$ cat config.mk
export PLATFORM = sky130hd
export DESIGN_NAME = heron_isqrt
export DESIGN_NICKNAME = d
export VERILOG_FILES = /design/src/design/heron_pkg.sv /design/src/design/heron_isqrt.sv
export SDC_FILE = /design/constraint.sdc
export NUM_CORES = 2
export LEC_CHECK = 0
export ABC_AREA = 0
export BUFFER_PORTS_ARGS = -buffer_cell sky130_fd_sc_hd__buf_2
export CORE_MARGIN = 2
export CORE_UTILIZATION = 40
export CTS_CLUSTER_SIZE = 14
export DETAILED_ROUTE_END_ITERATION = 16
export PLACE_DENSITY = 0.58
export SLEW_MARGIN = 20
export SYNTH_ARGS = -nofsm -noshare
export SYNTH_HDL_FRONTEND = slang
export SYNTH_SLANG_ARGS = --single-unit
$ cat constraint.sdc
create_clock -name clock -period 3.23 [get_ports clock]
set_input_delay 0.323 -clock clock [delete_from_list [all_inputs] [get_ports clock]]
set_output_delay 0.323 -clock clock [all_outputs]
set_load 0.03 [all_outputs]
$ cat src/design/heron_pkg.sv
// Shared constants for the fixed-point Heron triangle area core.
package heron_pkg;

   // Default coordinate width and fractional bits of the vertex inputs.
   localparam int COORD_WIDTH_DEF = 20;
   localparam int FRAC_BITS_DEF   = 8;

   // Width of the area result, which saturates at its all-ones value.
   localparam int AREA_W = 33;

endpackage

$ cat src/design/heron_isqrt.sv
// Pipelined floor integer square root, one result bit resolved per stage.
module heron_isqrt #(
   parameter int IN_W = 42
) (
   input  logic                 clock,
   input  logic                 reset,
   input  logic                 in_vld,
   input  logic [IN_W-1:0]      in_rad,
   output logic                 out_vld,
   output logic [IN_W/2-1:0]    out_root
);
   import heron_pkg::*;

   localparam int N    = IN_W / 2;
   localparam int RM_W = N + 2;

   logic [IN_W-1:0] rad_ff  [N];
   logic [RM_W-1:0] rem_ff  [N];
   logic [N-1:0]    root_ff [N];
   logic [N-1:0]    vld_ff;

   // Each stage brings down two radicand bits and tries the next root bit.
   for (genvar g = 0; g < N; g++) begin : g_stage
      logic [IN_W-1:0] rad_prev;
      logic [RM_W-1:0] rem_prev;
      logic [N-1:0]    root_prev;
      logic            vld_prev;
      logic [RM_W+1:0] trial_w;
      logic [RM_W+1:0] sub_w;
      logic [RM_W+1:0] diff_w;
      logic            fits;

      if (g == 0) begin : g_first
         assign rad_prev  = in_rad;
         assign rem_prev  = '0;
         assign root_prev = '0;
         assign vld_prev  = in_vld;
      end else begin : g_next
         assign rad_prev  = rad_ff[g-1];
         assign rem_prev  = rem_ff[g-1];
         assign root_prev = root_ff[g-1];
         assign vld_prev  = vld_ff[g-1];
      end

      // Trial subtraction of 4*root+1 from the shifted-in partial remainder.
      always_comb begin
         trial_w = {rem_prev, rad_prev[IN_W-1 -: 2]};
         sub_w   = {2'b00, root_prev, 2'b01};
         diff_w  = trial_w - sub_w;
         fits    = (trial_w >= sub_w);
      end

      always_ff @(posedge clock) begin
         if (reset) begin
            vld_ff[g] <= 1'b0;
         end else begin
            vld_ff[g] <= vld_prev;
         end
      end

      always_ff @(posedge clock) begin
         rad_ff[g]  <= rad_prev << 2;
         rem_ff[g]  <= fits ? diff_w[RM_W-1:0] : trial_w[RM_W-1:0];
         root_ff[g] <= {root_prev[N-2:0], fits};
      end
   end

   assign out_vld  = vld_ff[N-1];
   assign out_root = root_ff[N-1];

endmodule

# Word-level counts from Yosys, hierarchy flattened
# Memory sizes are Yosys's and may differ from the RTL's.
# Cells that the tools add are included.
[op_classes] addsub=21 n_lt_le_gt_ge=21 mux=21
[ops] op="$ge 25x23->1" count=20
[ops] op="$mux 23" count=21
[ops] op="$sub 23x23->23" count=20
[ops] op="$sub 2x1->3 const B" count=1
[ops] op="$ge 2x1->1 const B" count=1
[totals] ff_bits=21 mem_bits_rw=1764 in_bits=45 out_inout_bits=22 word_cells=87 memories=3
[mem_list] memory="rad_ff" depth=21 word_bits=40 read_ports=20 rd_ports_with_merged_regs=0 wr=21 line="heron_isqrt.sv:17" rtl="logic [IN_W-1:0] rad_ff [N];"
[mem_list] memory="rem_ff" depth=21 word_bits=23 read_ports=20 rd_ports_with_merged_regs=0 wr=21 line="heron_isqrt.sv:18" rtl="logic [RM_W-1:0] rem_ff [N];"
[mem_list] memory="root_ff" depth=21 word_bits=21 read_ports=21 rd_ports_with_merged_regs=0 wr=21 line="heron_isqrt.sv:19" rtl="logic [N-1:0] root_ff [N];"

# Longest topological paths before layout
# An unclocked memory read counts as a cell.
[depth] word_depth=3 depth_mapped=13 ltp_nobuf=12

# Worst setup path before layout
# No wires, ideal clock.
[synth_timing] path_kind="reg-to-reg" from="memory rem_ff[0][79] in the netlist's numbering" to="memory rem_ff[1][14] in the netlist's numbering" setup_ps=128 t_arrival_ps=2815 required_ps=3102 slack_ps=287 path_stages_with_launch=10 n_path_buf=0 synth_period_minus_slack_ps=2943 cell_sequence="dfxtp_1 > or4_1 > or4_1 > or3_1 > or3_4 > nor4_4 > a211o_2 > nor4_1 > nor3b_1 > xor2_1"
[synth_rtl] element="start, declared" line="heron_isqrt.sv:18"

==> flow_summary_export.csv <==
group,metric,value,unit
clock_tree,clk_pin_slew,60,ps
floorplan,die-area,100000,sq um
placement,place_hpwl,50.9,mm
logic_synthesis,synth_warnings,0,
placement,io_buffers,66,
routing,drc_errors,0,
pwr,p_leak,21.3,nW
placement,place.gp.congestion,0.839,
clock_tree,cts_tree,"built",
layout,nNetsFinal,4238,
floorplan,die_w,317,um
min_path,hp-class,"primary input to register",
global_route,grt_usage,0.142,
min_path,hp-start,"in_rad[6]",
sta,rsz0062_at_grt,"false",
worst_setup_path,required,3770,ps
worst_setup_path,critPathKind,"register to register",
worst_setup_path,rr_worst_depth,9,
logic_synthesis,yosysSeqAreaShare,0.564,
sta,fin_crit_sh,0.944,
routing,first_pass_iters,5,
floorplan,die_y,317,um
worst_setup_path,worstSetupStartpoint,"rem_ff[0][51]",
worst_setup_path,endpoint,"rem_ff[0][83]",
layout,drive_above_1_share,0.0966,
layout,final_cells,5303,
logic_synthesis,synthCells,3725,
worst_setup_path,regToRegEndpoint,"rem_ff[0][83]",
floorplan,pin_count,67,
sta,drv_slew,0,
global_route,grt_max_degree,36,
layout,area_delta_synth_final,16.3,%
clock_tree,numCtsBuffers,107,
floorplan,start_util,0.404,
clock_tree,root_buffer,"clkbuf_16",
routing,num_vias,24700,
logic_synthesis,synth_area,39200,sq um
logic_synthesis,synth-main-ff-cell,"dfxtp_1",
floorplan,design.core.area,96900,sq um
run,cap_violations,0,
sta,setup_ws,182,ps
sta,fin_skew,31.5,ps
logic_synthesis,ys_types,77,
sta,min_period,3050,ps
worst_setup_path,worstPathArrival,3590,ps
sta,worstMarginPinSlew,622,ps
sta,max_freq,0.328,GHz
routing,via_per_inst,4.66,
routing,wl_per_cell,13.1,um
worst_setup_path,path_max_fanout,9,
status,outcome,"finished clean",
pwr,p_per_area,787,nW/um^2
routing,postRouteWirelength,69.7,mm
routing,drt_iter0_drc,1026,
clock_tree,clock_latency,670,ps
worst_setup_path,rr_startpoint,"rem_ff[0][51]",
floorplan,rows,114,
global_route,grt_pass1_vias,24300,
worst_setup_path,cp-end-kind,"register",
clock_tree,htreeDepth,3,
sta,relSlewSlack,0.581,
logic_synthesis,syn_nets,4023,
clock_tree,cts_buffer_depth,3,
logic_synthesis,async_flop_share,0,
global_route,antenna_found_initial,0,
logic_synthesis,ys_ff_latch,1103,
layout,final_common_cell,"dfxtp_1",
worst_setup_path,cp-start-kind,"register",
pwr,worst_ir_drop_vdd,0.000484,V
layout,layout_common_cells,"1103 x dfxtp_1, 309 x inv_1, 253 x ha_1",
sta,final_hold_viol_count,0,
layout,n_antenna_cell,0,
logic_synthesis,synth_edf_count,0,
placement,place_ws,119,ps
global_route,overflow,0,
placement,dpl.cell_count,5060,
logic_synthesis,avgSynthCellArea,10.5,sq um
layout,final_util,0.470,
routing,postRouteAntennaNets,0,
sta,tns,0,ps
clock_tree,cts_sinks,1103,
global_route,grt_pass1_wl,118,mm
worst_setup_path,regToRegSetupSlack,180,ps
sta,setup_viol,0,
==> repair_timing <==
item                                    in CTS  in global routing
resized for setup                            0                  3
setup buffers                                0                  1
endpoints found under the hold margin       53                  0
endpoints found under the setup margin       0                 12
hold buffers                                46                  0
==> where the power goes <==
part	internal (mW)	switching, mW	total (mW)	leakage, nW
Clock	7.73	5.16	12.9	1.81
Combinational	2.71	2.87	5.58	10.3
Sequential	15.9	1.52	17.4	9.23
==> cells by family (layout without fill, tap and decap cells) <==
family / count (synthesis) / in the layout / synth area share
XOR/XNOR: 341 / 341 / 0.0763
other: 1 / 1 / 0.0000958
buffers and inverters: 365 / 667 / 0.0351
AND/OR/NAND/NOR: 928 / 928 / 0.119
AO/OA/AOI/OAI: 668 / 668 / 0.106
adder cells (fa/ha/maj): 253 / 253 / 0.0808
flip-flops: 1103 / 1103 / 0.564
multiplexers: 66 / 66 / 0.0187
==> metal layers <==
layer  vias up  track usage  share of wire
li1      13100            -              -
met1     11100        0.183           0.47
met2       346        0.238           0.46
met3       125       0.0243          0.038
met4         0       0.0509          0.026
met5         -            0              0
==> cell type report <==
cell class	count	area, sq um
Sequential cell	1103	22100
Timing Repair Buffer	161	1200
Clock inverter	43	659
Fill cell	8888	51300
Tap cell	1276	1600
Multi-Input combinational cell	2257	15800
Clock buffer	153	3060
Inverter	310	1160
==> how the worst min path moves through the flow <==
| stage | to | cells past startpoint |
|---|---|---|
| after floorplan | rad_ff[0][100] | 0 |
| after global placement | rad_ff[2][35] | 0 |
| after detailed placement | rad_ff[0][102] | 0 |
| after CTS | rad_ff[0][9] | 2 |
| after global routing | rad_ff[0][6] | 2 |
| final | rad_ff[0][6] | 2 |
==> worst max-delay path, stage by stage, from the launching register on <==
cell and delay (ps):
dfxtp_1 340, or4_1 570, or3_1 390, or4_1 450
or3_1 350, nand2b_1 170, or2_1 240, nand2_2 170
nor4_1 90, xor2_1 150
==> registers in the layout (all words and copies together), names as in the netlist <==
signal and count:
rem_ff 431, rad_ff 420, root_ff 231, g_stage.vld_prev 20, out_vld 1
==> synth_stat cells (all sizes together) (4+ instances only) <==
library cell / instances / area [sq um]
o21ai: 163 / 816
a21oi: 229 / 1150
and3: 13 / 81.3
or4: 29 / 218
nand2b: 53 / 332
nand4: 31 / 194
nor3b: 4 / 30.0
nor2b: 54 / 338
clkbuf: 47 / 176
nand4b: 5 / 43.8
mux2i: 8 / 80.1
a211oi: 16 / 120
nand2: 213 / 802
a21boi: 5 / 37.5
xor2: 171 / 1500
nand3b: 15 / 113
nor4: 51 / 340
buf: 8 / 35.0
inv: 310 / 1160
dfxtp: 1103 / 22100
a211o: 11 / 97.6
mux2: 58 / 653
nor3: 94 / 475
and2: 8 / 50.1
a41oi: 4 / 35.0
o21a: 58 / 435
o41ai: 9 / 78.8
a31oi: 9 / 56.3
o21bai: 13 / 97.6
or2: 19 / 119
o31ai: 22 / 165
a2111oi: 9 / 97.6
or3: 34 / 218
nand3: 72 / 365
nor2: 221 / 830
ha: 253 / 3170
a21o: 71 / 533
o211ai: 9 / 72.6
xnor2: 170 / 1490
o22ai: 4 / 25.0
o31a: 9 / 78.8
==> per-stage QoR <==
step / instance area, sq um / power [mW] / hold slack, ps
5_1_grt: 45500 / 37.9 / 250
3_5_place_dp: 41300 / 23.2 / 312
4_1_cts: 45500 / 36.4 / 221
6_report: 45500 / 35.8 / 289
2_1_floorplan: 39200 / 21.7 / 310
3_3_place_gp: 41300 / 23.2 / 309
No activity file was read; power rests on OpenSTA's default activity.
